==> src/pps_pkg.sv <==
// Package for the preemptive priority scheduler: queue geometry, entry type,
// request codes and a saturating end-time function. No dependencies.
package pps_pkg;
    localparam int QueueDepth = 16;
    localparam int QIdxW      = $clog2(QueueDepth);
    localparam int QCntW      = $clog2(QueueDepth + 1);

    localparam logic REQ_ARRIVAL  = 1'b0;
    localparam logic REQ_COMPLETE = 1'b1;

    typedef struct packed {
        logic [15:0] id;
        logic [31:0] arrival;
        logic [15:0] total;
        logic [15:0] remaining;
        logic [7:0]  priority_num;
    } t_entry;

    localparam int EntryW = $bits(t_entry);

    function automatic logic [31:0] sat_end(input logic [31:0] start,
                                            input logic [15:0] rem);
        logic [32:0] s;
        s = {1'b0, start} + {17'd0, rem};
        return s[32] ? 32'hFFFF_FFFF : s[31:0];
    endfunction
endpackage

==> src/pps_ram.sv <==
// Generic single-port-write, single-read synchronous RAM, registered read.
// No dependencies.
module pps_ram #(
    parameter int Width = 8,
    parameter int Depth = 16
) (
    input  logic                     i_clk,
    input  logic                     i_we,
    input  logic [$clog2(Depth)-1:0] i_waddr,
    input  logic [Width-1:0]         i_wdata,
    input  logic [$clog2(Depth)-1:0] i_raddr,
    output logic [Width-1:0]         o_rdata
);
    logic [Width-1:0] r_mem [Depth];
    logic [Width-1:0] r_rdata;

    always_ff @(posedge i_clk) begin
        if (i_we) begin
            r_mem[i_waddr] <= i_wdata;
        end
        r_rdata <= r_mem[i_raddr];
    end

    assign o_rdata = r_rdata;
endmodule

==> src/priority_preemptive_scheduler.sv <==
// Top level of the preemptive priority scheduler: running task registers,
// ready queue in one pps_ram. Depends on pps_pkg and pps_ram.
//
//  channel | handshake             | payload
//  in      | i_valid / o_ready     | i_req_type .. i_new_priority
//  out     | o_valid / i_ready     | o_run_id .. o_dropped
//
// Arrival: decided and the queue entry written at the transfer; result the cycle after.
// Completion: one queue read per cycle for the minimum search, a dispatch state,
// then one entry moved per cycle; the search and the shift run entry by entry
// on the single queue RAM port pair.
// Reset clears the running task, the queue count and the handshakes; the RAM is not cleared.
// One item at a time; a result waiting on i_ready holds off the next item.
module priority_preemptive_scheduler
    import pps_pkg::*;
(
    input  logic        i_clk,
    input  logic        i_rst_n,
    input  logic        i_valid,
    output logic        o_ready,
    input  logic        i_req_type,
    input  logic [31:0] i_now_time,
    input  logic [15:0] i_new_id,
    input  logic [31:0] i_new_arrival,
    input  logic [15:0] i_new_total_burst,
    input  logic [15:0] i_new_remaining,
    input  logic [7:0]  i_new_priority,
    output logic        o_valid,
    input  logic        i_ready,
    output logic [15:0] o_run_id,
    output logic [31:0] o_run_arrival,
    output logic [15:0] o_run_total_burst,
    output logic [31:0] o_run_start,
    output logic [31:0] o_run_end,
    output logic [15:0] o_run_remaining,
    output logic [7:0]  o_run_priority,
    output logic        o_dropped
);
    typedef enum logic [4:0] {
        S_IDLE  = 5'b00001,
        S_SCAN  = 5'b00010,
        S_DISP  = 5'b00100,
        S_SHIFT = 5'b01000,
        S_OUT   = 5'b10000
    } t_state;

    t_state r_state, n_state;

    t_entry       r_cur;
    logic [31:0]  r_cur_start, r_cur_end;
    logic [QCntW-1:0] r_count;
    logic [31:0]  r_now;
    logic         r_dropped;
    logic [QCntW-1:0] r_idx;        // scan: read address issued last cycle; shift: destination
    logic [QIdxW-1:0] r_best;
    logic [7:0]   r_best_pri;
    t_entry       r_best_e;         // best entry captured as it streams past
    logic         r_have;
    logic         r_phase;          // shift: 0 = read issued, 1 = write

    logic             ram_we;
    logic [QIdxW-1:0] ram_waddr, ram_raddr;
    t_entry           ram_wdata, ram_rdata;

    pps_ram #(.Width(EntryW), .Depth(QueueDepth)) u_queue (
        .i_clk  (i_clk),
        .i_we   (ram_we),
        .i_waddr(ram_waddr),
        .i_wdata(ram_wdata),
        .i_raddr(ram_raddr),
        .o_rdata(ram_rdata)
    );

    logic in_xfer;
    logic full;
    logic [31:0] left_w;
    logic [15:0] left16;
    t_entry new_e;

    assign in_xfer = i_valid && o_ready;
    assign o_ready = (r_state == S_IDLE);
    assign o_valid = (r_state == S_OUT);
    assign full    = (r_count == QCntW'(QueueDepth));
    assign left_w  = (r_cur_end > i_now_time) ? r_cur_end - i_now_time : 32'd0;
    assign left16  = (left_w[31:16] != 16'd0) ? 16'hFFFF : left_w[15:0];
    assign new_e   = '{id: i_new_id, arrival: i_new_arrival, total: i_new_total_burst,
                       remaining: i_new_remaining, priority_num: i_new_priority};

    always_comb begin
        ram_we    = 1'b0;
        ram_waddr = r_count[QIdxW-1:0];
        ram_wdata = new_e;
        ram_raddr = r_idx[QIdxW-1:0];
        n_state   = r_state;
        unique case (r_state)
            S_IDLE: begin
                if (in_xfer) begin
                    if (i_req_type == REQ_COMPLETE) begin
                        ram_raddr = '0;
                        n_state   = (r_count == '0) ? S_OUT : S_SCAN;
                    end else begin
                        n_state = S_OUT;
                        if (r_cur.id != 16'd0 && !full) begin
                            ram_we = 1'b1;
                            if (r_cur.priority_num > i_new_priority) begin
                                ram_wdata = r_cur;
                                ram_wdata.remaining = left16;
                            end
                        end
                    end
                end
            end
            S_SCAN: begin
                ram_raddr = r_idx[QIdxW-1:0] + 1'b1;
                if (r_idx + 1'b1 == r_count) n_state = S_DISP;
            end
            S_DISP: begin
                ram_raddr = r_best + 1'b1;
                n_state   = S_SHIFT;
            end
            S_SHIFT: begin
                // r_idx is the destination; data for r_idx+1 arrives when r_phase
                ram_raddr = r_idx[QIdxW-1:0] + 1'b1;
                if (r_idx + 1'b1 >= r_count) begin
                    n_state = S_OUT;
                end else if (r_phase) begin
                    ram_we    = 1'b1;
                    ram_waddr = r_idx[QIdxW-1:0];
                    ram_wdata = ram_rdata;
                    ram_raddr = r_idx[QIdxW-1:0] + 2'd2;
                end
            end
            S_OUT: begin
                if (i_ready) n_state = S_IDLE;
            end
            default: n_state = S_IDLE;
        endcase
    end

    always_ff @(posedge i_clk) begin
        if (!i_rst_n) begin
            r_state     <= S_IDLE;
            r_cur       <= '0;
            r_cur_start <= '0;
            r_cur_end   <= '0;
            r_count     <= '0;
            r_dropped   <= 1'b0;
            r_idx       <= '0;
            r_phase     <= 1'b0;
            r_have      <= 1'b0;
        end else begin
            r_state <= n_state;
            unique case (r_state)
                S_IDLE: begin
                    if (in_xfer) begin
                        r_now     <= i_now_time;
                        r_dropped <= 1'b0;
                        r_idx     <= '0;
                        r_have    <= 1'b0;
                        if (i_req_type == REQ_COMPLETE) begin
                            if (r_count == '0) begin
                                r_cur       <= '0;
                                r_cur_start <= '0;
                                r_cur_end   <= '0;
                            end
                        end else if (r_cur.id == 16'd0 ||
                                     (r_cur.priority_num > i_new_priority && !full)) begin
                            if (r_cur.id != 16'd0) r_count <= r_count + 1'b1;
                            r_cur       <= new_e;
                            r_cur_start <= i_now_time;
                            r_cur_end   <= sat_end(i_now_time, i_new_remaining);
                        end else if (!full) begin
                            r_count <= r_count + 1'b1;
                        end else begin
                            r_dropped <= 1'b1;
                        end
                    end
                end
                S_SCAN: begin
                    // ram_rdata holds entry r_idx
                    if (!r_have || ram_rdata.priority_num < r_best_pri) begin
                        r_best     <= r_idx[QIdxW-1:0];
                        r_best_pri <= ram_rdata.priority_num;
                        r_have     <= 1'b1;
                    end
                    r_idx <= r_idx + 1'b1;
                end
                S_DISP: begin
                    r_cur       <= r_best_e;
                    r_cur_start <= r_now;
                    r_cur_end   <= sat_end(r_now, r_best_e.remaining);
                    r_idx       <= {1'b0, r_best};
                    r_phase     <= 1'b1;
                end
                S_SHIFT: begin
                    if (r_idx + 1'b1 >= r_count) begin
                        r_count <= r_count - 1'b1;
                    end else if (r_phase) begin
                        r_idx   <= r_idx + 1'b1;
                    end
                    r_phase <= 1'b1;
                end
                S_OUT: ;
                default: ;
            endcase
        end
    end

    always_ff @(posedge i_clk) begin
        if (r_state == S_SCAN &&
            (!r_have || ram_rdata.priority_num < r_best_pri)) begin
            r_best_e <= ram_rdata;
        end
    end

    assign o_run_id          = r_cur.id;
    assign o_run_arrival     = r_cur.arrival;
    assign o_run_total_burst = r_cur.total;
    assign o_run_start       = r_cur_start;
    assign o_run_end         = r_cur_end;
    assign o_run_remaining   = r_cur.remaining;
    assign o_run_priority    = r_cur.priority_num;
    assign o_dropped         = r_dropped;

    a_count_range: assert property (@(posedge i_clk) disable iff (!i_rst_n)
        r_count <= QCntW'(QueueDepth)) else $error("queue count overflow");
    a_drop_full: assert property (@(posedge i_clk) disable iff (!i_rst_n)
        (in_xfer && i_req_type == REQ_ARRIVAL && !full) |=> !r_dropped)
        else $error("drop with room in queue");
    a_no_ready_busy: assert property (@(posedge i_clk) disable iff (!i_rst_n)
        o_valid |-> !o_ready) else $error("accepting while result pending");
endmodule
==> config.mk <==
export PLATFORM = sky130hd
export DESIGN_NAME = priority_preemptive_scheduler
export DESIGN_NICKNAME = d
export VERILOG_FILES = /design/src/pps_pkg.sv /design/src/pps_ram.sv /design/src/priority_preemptive_scheduler.sv
export SDC_FILE = /design/constraint.sdc
export NUM_CORES = 2
export LEC_CHECK = 0
export BUFFER_PORTS_ARGS = -buffer_cell sky130_fd_sc_hd__buf_2
export CORE_MARGIN = 10
export CORE_UTILIZATION = 47
export CTS_BUF_LIST = sky130_fd_sc_hd__clkbuf_16
export DETAILED_ROUTE_END_ITERATION = 7
export PLACE_DENSITY = 0.7
export SKIP_LAST_GASP = 1
export SLEW_MARGIN = 25
export SYNTH_ARGS = -nofsm -noshare
export SYNTH_HDL_FRONTEND = slang
export SYNTH_SLANG_ARGS = --single-unit
==> constraint.sdc <==
create_clock -name i_clk -period 20.2 [get_ports i_clk]
set_clock_uncertainty 0.05 [all_clocks]
set_input_delay 1.01 -clock i_clk [delete_from_list [all_inputs] [get_ports i_clk]]
set_output_delay 1.01 -clock i_clk [all_outputs]
set_load 0.03 [all_outputs]
After elaboration in Yosys (flattened, before gate mapping)
Memories as Yosys holds them, arrays and structs flattened. A register that Yosys moved wholly into a read port is not among the register bits.
Index checks and enable logic that the tools add are counted.
{ "word_totals": {"input_bits": 125, "wordCells": 144, "output_inout_bits": 155, "register_bits": 302, "latch_bits": 0, "mem_bits_rw": 1408, "romBits": 0, "n_memories": 1} }
{ "op_classes": {"reduce_logical": 25, "bitwise_logic": 0, "n_shift": 0, "magnitude_cmp": 4, "eq_ne": 19, "n_mul": 0, "addsub": 9, "mux": 65, "div": 0} }
{ "mem_list": {"columns": ["name", "words", "width", "read_ports", "rd_clocked_by_memory_dff", "write_ports", "line", "text"], "rows": [
  ["u_queue.r_mem", 16, 88, 1, 1, 1, "pps_ram.sv:14", "logic [Width-1:0] r_mem [Depth];"]
]} }
{ "ops": {"columns": ["op", "n"], "rows": [
  ["88-bit 2-to-1 mux", 10],
  ["88-bit case mux with 2 select lines", 2],
  ["32-bit 2-to-1 mux", 10],
  ["32-bit case mux with 2 select lines", 2],
  ["5-bit 2-to-1 mux", 15],
  ["32-bit by 16-bit adder with 33-bit output", 2],
  ["32-bit > comparator", 1],
  ["16-bit nonzero test", 2],
  ["32-bit subtractor", 1],
  ["4-bit 2-to-1 mux", 7],
  ["5-bit case mux with 5 select lines", 1],
  ["5-bit case mux with 4 select lines", 1],
  ["16-bit logical NOT", 1],
  ["16-bit 2-to-1 mux", 1],
  ["4-bit case mux with 4 select lines", 1],
  ["1-bit 2-to-1 mux", 12],
  ["4-bit AND reduction", 3],
  ["5-bit by 1-bit adder with 5-bit output, second input constant", 2],
  ["5-bit == test, second input constant", 2],
  ["2-bit inequality test, second input constant", 5],
  ["5-bit case mux with 2 select lines", 1],
  ["3-bit AND reduction", 3],
  ["4-bit by 1-bit adder with 4-bit output, second input constant", 2],
  ["8-bit > comparator", 1],
  ["23 further kinds", 34]
]} }

Logic depth before layout (Yosys ltp)
{ "logic_depth": {"ltp_word": 9, "mapped_depth": 19, "ltp_nobuf": 15} }

Cells and area by module
A second synthesis with hierarchy kept.
{ "unflattened": {"cells_unflattened": 4305, "area_unflattened_um2": 72620.9} }
{ "by_module_without_submodules": {"columns": ["module", "seq_area_each_um2", "area_each_um2", "cells_per_inst", "instances"], "rows": [
  ["pps_ram", 44042.2, 54360.9, 2256, 1],
  ["priority_preemptive_scheduler", 7367.1, 18260.0, 2049, 1]
]} }

Least setup slack after synthesis
Ideal clock, no wire load.
{ "synth_timing": {"path_kind": "register to register", "from": "register r_best_pri[1]", "to": "register r_best[0] (enable)", "setup_ps": 360, "path_stages_with_launch": 12, "n_path_buf": 0, "arrival_ps": 9016, "required_time_ps": 19790, "period_less_slack_ps": 9426, "slack_ps": 10774, "cell_sequence": "edfxtp_1 > inv_1 > ha_1 > a21o_1 > a21o_1 > a21o_1 > a21o_1 > a21o_1 > a21oi_1 > nor2_1 > a211oi_1 > and2_1"} }
{ "synth_via": {"elab_chain_cells": 3} }
{ "synth_lines": {"columns": ["item", "line", "text"], "rows": [
  ["start: declaration", "priority_preemptive_scheduler.sv:56", "logic [7:0] r_best_pri;"],
  ["start signal: assignment", "priority_preemptive_scheduler.sv:183", "r_best_pri <= ram_rdata.priority_num;"],
  ["8-bit less-than comparator", "priority_preemptive_scheduler.sv:181", "if (!r_have || ram_rdata.priority_num < r_best_pri) begin"],
  ["1-bit logical OR", "priority_preemptive_scheduler.sv:181", null],
  ["3-bit AND reduction (no source line)", null, null],
  ["end signal: assignment", "priority_preemptive_scheduler.sv:182", "r_best <= r_idx[QIdxW-1:0];"],
  ["end: declaration", "priority_preemptive_scheduler.sv:55", "logic [QIdxW-1:0] r_best;"]
]} }
Every way passes these cells.
A chain may end at the register's enable or synchronous reset.

Final worst setup path
{ "layout_timing": {"from": "register r_idx[0]", "to": "register u_queue.r_rdata[0] (netlist: u_queue.o_rdata[0]) (read register of u_queue.r_mem)"} }
{ "layout_via": {"elab_chain_cells": 4, "elab_cells_between_ends": 9, "cone_classes": "add/sub: 3; order compare: 1; mux: 5"} }
{ "layout_lines": {"columns": ["item", "line", "text"], "rows": [
  ["start: declaration", "priority_preemptive_scheduler.sv:54", "logic [QCntW-1:0] r_idx;"],
  ["start signal: assignment", "priority_preemptive_scheduler.sv:186", "r_idx <= r_idx + 1'b1;"],
  ["start signal: assignment", "priority_preemptive_scheduler.sv:192", "r_idx <= {1'b0, r_best};"],
  ["start signal: assignment", "priority_preemptive_scheduler.sv:199", "r_idx <= r_idx + 1'b1;"],
  ["5-bit by 1-bit adder with 5-bit output (tied with other cells)", "priority_preemptive_scheduler.sv:124", "if (r_idx + 1'b1 >= r_count) begin"],
  ["5-bit greater-or-equal comparator / 4-bit 2-to-1 mux (equally long branches)", "priority_preemptive_scheduler.sv:124, priority_preemptive_scheduler.sv:126", null],
  ["4-bit 2-to-1 mux", "priority_preemptive_scheduler.sv:124", null],
  ["4-bit case mux with 4 select lines (*)", "priority_preemptive_scheduler.sv:95", "unique case (r_state)"],
  ["end: declaration", "pps_ram.sv:15", "logic [Width-1:0] r_rdata;"]
]} }
Mark *: on every way between the ends. The rest lies on a longest branch, timed or not.

==> impl_metrics.py <==
metrics = {
    "status": {
        "status": "finished clean",
    },
    "timing": {
        "setup_viol": 0,
        "rsz0062_at_grt": "false",
        "finalSetupTns_ns": 0,
        "fin_crit_ns": 6.559,
        "timing.hold.ws_ns": 0.3453,
        "max_freq_mhz": 152.5,
        "period_share_pct": 32.47,
        "hold_viol": 0,
        "slew_headroom_pct": 25.80,
        "slew_viol_final": 0,
        "worst_pin_slew_ns": 1.113,
    },
    "cts": {
        "cts_hold_buf": 0,
        "cts_tree": "built",
        "cts_sinks": 1798,
        "clkTransAtPathRegs_ns": 0.06,
        "clk_latency_ns": 0.84,
        "root_buffer": "clkbuf_16",
        "htreeDepth": 4,
        "numCtsBuffers": 178,
        "clockBufferDepth": 3,
        "post_cts.repair.setup_buffers": 0,
        "post_cts_resized": 0,
    },
    "global_routing": {
        "grt.overflow.total": 0,
        "grtUsageTotal_pct": 23.99,
        "grt_pass1_wl_um": 319800,
        "grt_max_degree": 207,
        "antenna_found_initial": 7,
        "grt_pass1_vias": 49261,
    },
    "synth": {
        "synthCells": 5875,
        "ys.flop_type": "edfxtp_1",
        "avgSynthCellArea_um2": 12.67,
        "ys_types": 82,
        "yosysTopAreaCell": "edfxtp_1",
        "syn-cell-area_um2": 74450,
        "seq_area_frac_synth_pct": 69.05,
        "ys_seq_elements": 1798,
        "yosys-top-cells-area": "edfxtp_1 62%, dfxtp_1 6.9%, nand2_1 4.7%",
        "synth-async-reset-ratio_pct": 0,
        "syn-num-nets": 6094,
        "yosysWarningCount": 0,
        "yosysTopAreaCellShare_pct": 62.12,
        "synth_edf_count": 1540,
    },
    "pwr": {
        "power.density_nw_per_um2": 129.2,
        "vdd_ir_drop_max_mv": 0.1010,
        "total_power_uw": 10790,
        "p_leak_uw": 0.02919,
    },
    "placement": {
        "gp_congestion": 0.9150,
        "io_buffer_count": 279,
        "hpwl_um": 119300,
    },
    "run": {
        "cap_viol_max_count": 0,
    },
    "detailed_routing": {
        "first_pass_iters": 6,
        "drt-wirelength-per-cell_um": 26.37,
        "antenna_left": 0,
        "drt_iter0_markers": 6413,
        "drcViolationCount": 0,
        "viasPerCell": 6.182,
        "via_count": 50945,
        "wl_um": 217300,
    },
    "floorplanning": {
        "pin_count": 280,
        "coreArea_um2": 156800,
        "die_area_um2": 174700,
        "std_cell_rows": 145,
        "initial_core_util_pct": 47.50,
        "die_x_um": 418.0,
        "die_height_um": 418.0,
    },
    "critical_path": {
        "worstPathArrival_ns": 7.19,
        "timing.reg2reg.setup_slack_ns": 13.64,
        "crit_path_max_incr_delay_ns": 0.79,
        "path_depth": 16,
        "crit_type": "flop to flop",
        "reg2reg_from": "r_idx[0]",
        "cp_max_fo": 69,
        "cp_top_family": "buffers and inverters",
        "crit_chain": "ha_1 > nand3_1 > xnor2_1 > ha_1 > nand2_1 > and3b_1 > o21a_2 > o21ai_1 > a211o_4 > buf_4 > buf_4 > buf_4 > mux2i_1 > a32oi_1 > and3_1 > a221o_1",
        "cp_num_buf_inv": 3,
        "required_ns": 20.83,
        "startpoint_type": "flop",
        "timing.rr.end": "u_queue.o_rdata[0]",
        "crit_path_top_delay_cell": "buf_4",
        "end_kind": "flop",
        "worstRegToRegCells": 16,
        "cp_common_cell": "buf_4",
    },
    "cells_and_area": {
        "final_cell_mix": "1,540 x edfxtp_1, 932 x nand2_1, 614 x a21oi_1",
        "drive_above_1_share_pct": 11.34,
        "fin_nets": 6248,
        "final_common_cell": "edfxtp_1",
        "syn_to_final_growth_pct": 12.16,
    },
    "min_path": {
        "min_path_cells": 1,
        "min_from": "i_now_time[22]",
        "hp-class": "input port to flop",
        "worst_hold_path.endpoint": "r_now[22]",
    },
}
[logic make-up after synthesis]
group / synth area share [%]
xor gates and xnor gates: 0.8353
adders and majority gates: 1.620
AOI/OAI and AO/OA: 13.69
DFF: 69.05
and+or+nand+nor: 10.72
muxes: 1.252
buffers and inverters: 2.823
[sequential cells by signal, summed over array words and instances (netlist names), 16 cells and up]
signal,cells
u_queue.r_mem,1408
r_best_e,88
u_queue.o_rdata,88
o_run_arrival,32
o_run_end,32
o_run_start,32
r_now,32
o_run_id,16
o_run_remaining,16
o_run_total_burst,16
[worst register-to-register path: cells and delay by family, from the launching register on]
kind	cells	cell delay, ns
AO/OA/AOI/OAI	5	1.65
XOR/XNOR	1	0.18
adder cells (fa/ha/maj)	2	0.62
buffers and inverters	3	2.35
flip-flops	1	0.59
multiplexers	1	0.35
AND/OR/NAND/NOR	4	0.60
[worst max-delay path by stage]
| stage | from | end | slack, ns |
|---|---|---|---|
| 3_3_place_gp | r_idx[0] | u_queue.o_rdata[76] | 13.92 |
| 4_1_cts | r_idx[0] | u_queue.o_rdata[0] | 13.81 |
| 3_5_place_dp | r_idx[0] | u_queue.o_rdata[77] | 13.86 |
| 5_1_grt | r_idx[0] | u_queue.o_rdata[76] | 13.29 |
| 2_1_floorplan | r_best_pri[1] | r_best[0] | 10.77 |
| 6_report | r_idx[0] | u_queue.o_rdata[0] | 13.64 |
[per-stage QoR]
step	cells	utilization [%]	setup slack [ns]	cell area [um2]
after floorplan	5875	-	10.77	74450
after global placement	7903	49.51	13.92	77610
after detailed placement	7904	49.53	13.86	77640
after CTS	8236	53.20	13.81	83390
after global routing	8240	53.27	13.29	83500
final	8241	53.27	13.64	83510
[synth_stat cells (5+ instances only)]
cell / number
buf_2: 110
mux2i_1: 92
nor4_1: 9
nor2b_1: 10
a32oi_1: 88
nor3b_1: 85
o21a_1: 17
a221o_1: 95
a21o_1: 209
a31oi_1: 115
a22oi_1: 84
nand2_1: 933
buf_6: 14
and3_1: 104
nand2b_1: 18
xnor2_1: 39
clkbuf_1: 254
a221oi_1: 5
o211ai_1: 10
o21ai_1: 21
nand4_1: 12
a311oi_1: 7
buf_1: 11
o22ai_1: 13
xor2_1: 32
a211o_1: 10
nand3_1: 133
a211oi_1: 135
and3b_1: 5
o21bai_1: 5
nor3_1: 203
a21oi_1: 615
and2_1: 16
nand3b_1: 5
dfxtp_1: 258
inv_1: 82
ha_1: 90
o21ai_0: 90
edfxtp_1: 1540
nor2_1: 218
or2_2: 5
buf_4: 11
[per-layer routing]
layer	GRT usage [%]	part of all wire [%]	vias to the layer above
met5	0	0.024	-
met4	9.289	4.0	8
met3	4.573	9.4	515
met2	39.20	47	2799
met1	31.67	39	25153
li1	-	-	22470
[layout make-up]
class | instances | area [um2]
Antenna cell | 2 | 5.005
Inverter | 84 | 321.6
Clock buffer | 181 | 4529
Clock inverter | 151 | 1222
Timing Repair Buffer | 374 | 2207
Sequential cell | 1798 | 51410
Multi-Input combinational cell | 3593 | 21240
Fill cell | 12820 | 73250
Tap cell | 2058 | 2575
[power by group]
group | leakage [uW] | switching, uW | internal, uW
Clock | 0.00297 | 1420 | 1860
Sequential | 0.0160 | 260 | 4440
Combinational | 0.0102 | 1940 | 876
Total | 0.0292 | 3620 | 7170
(Power assumes the default switching activity.)
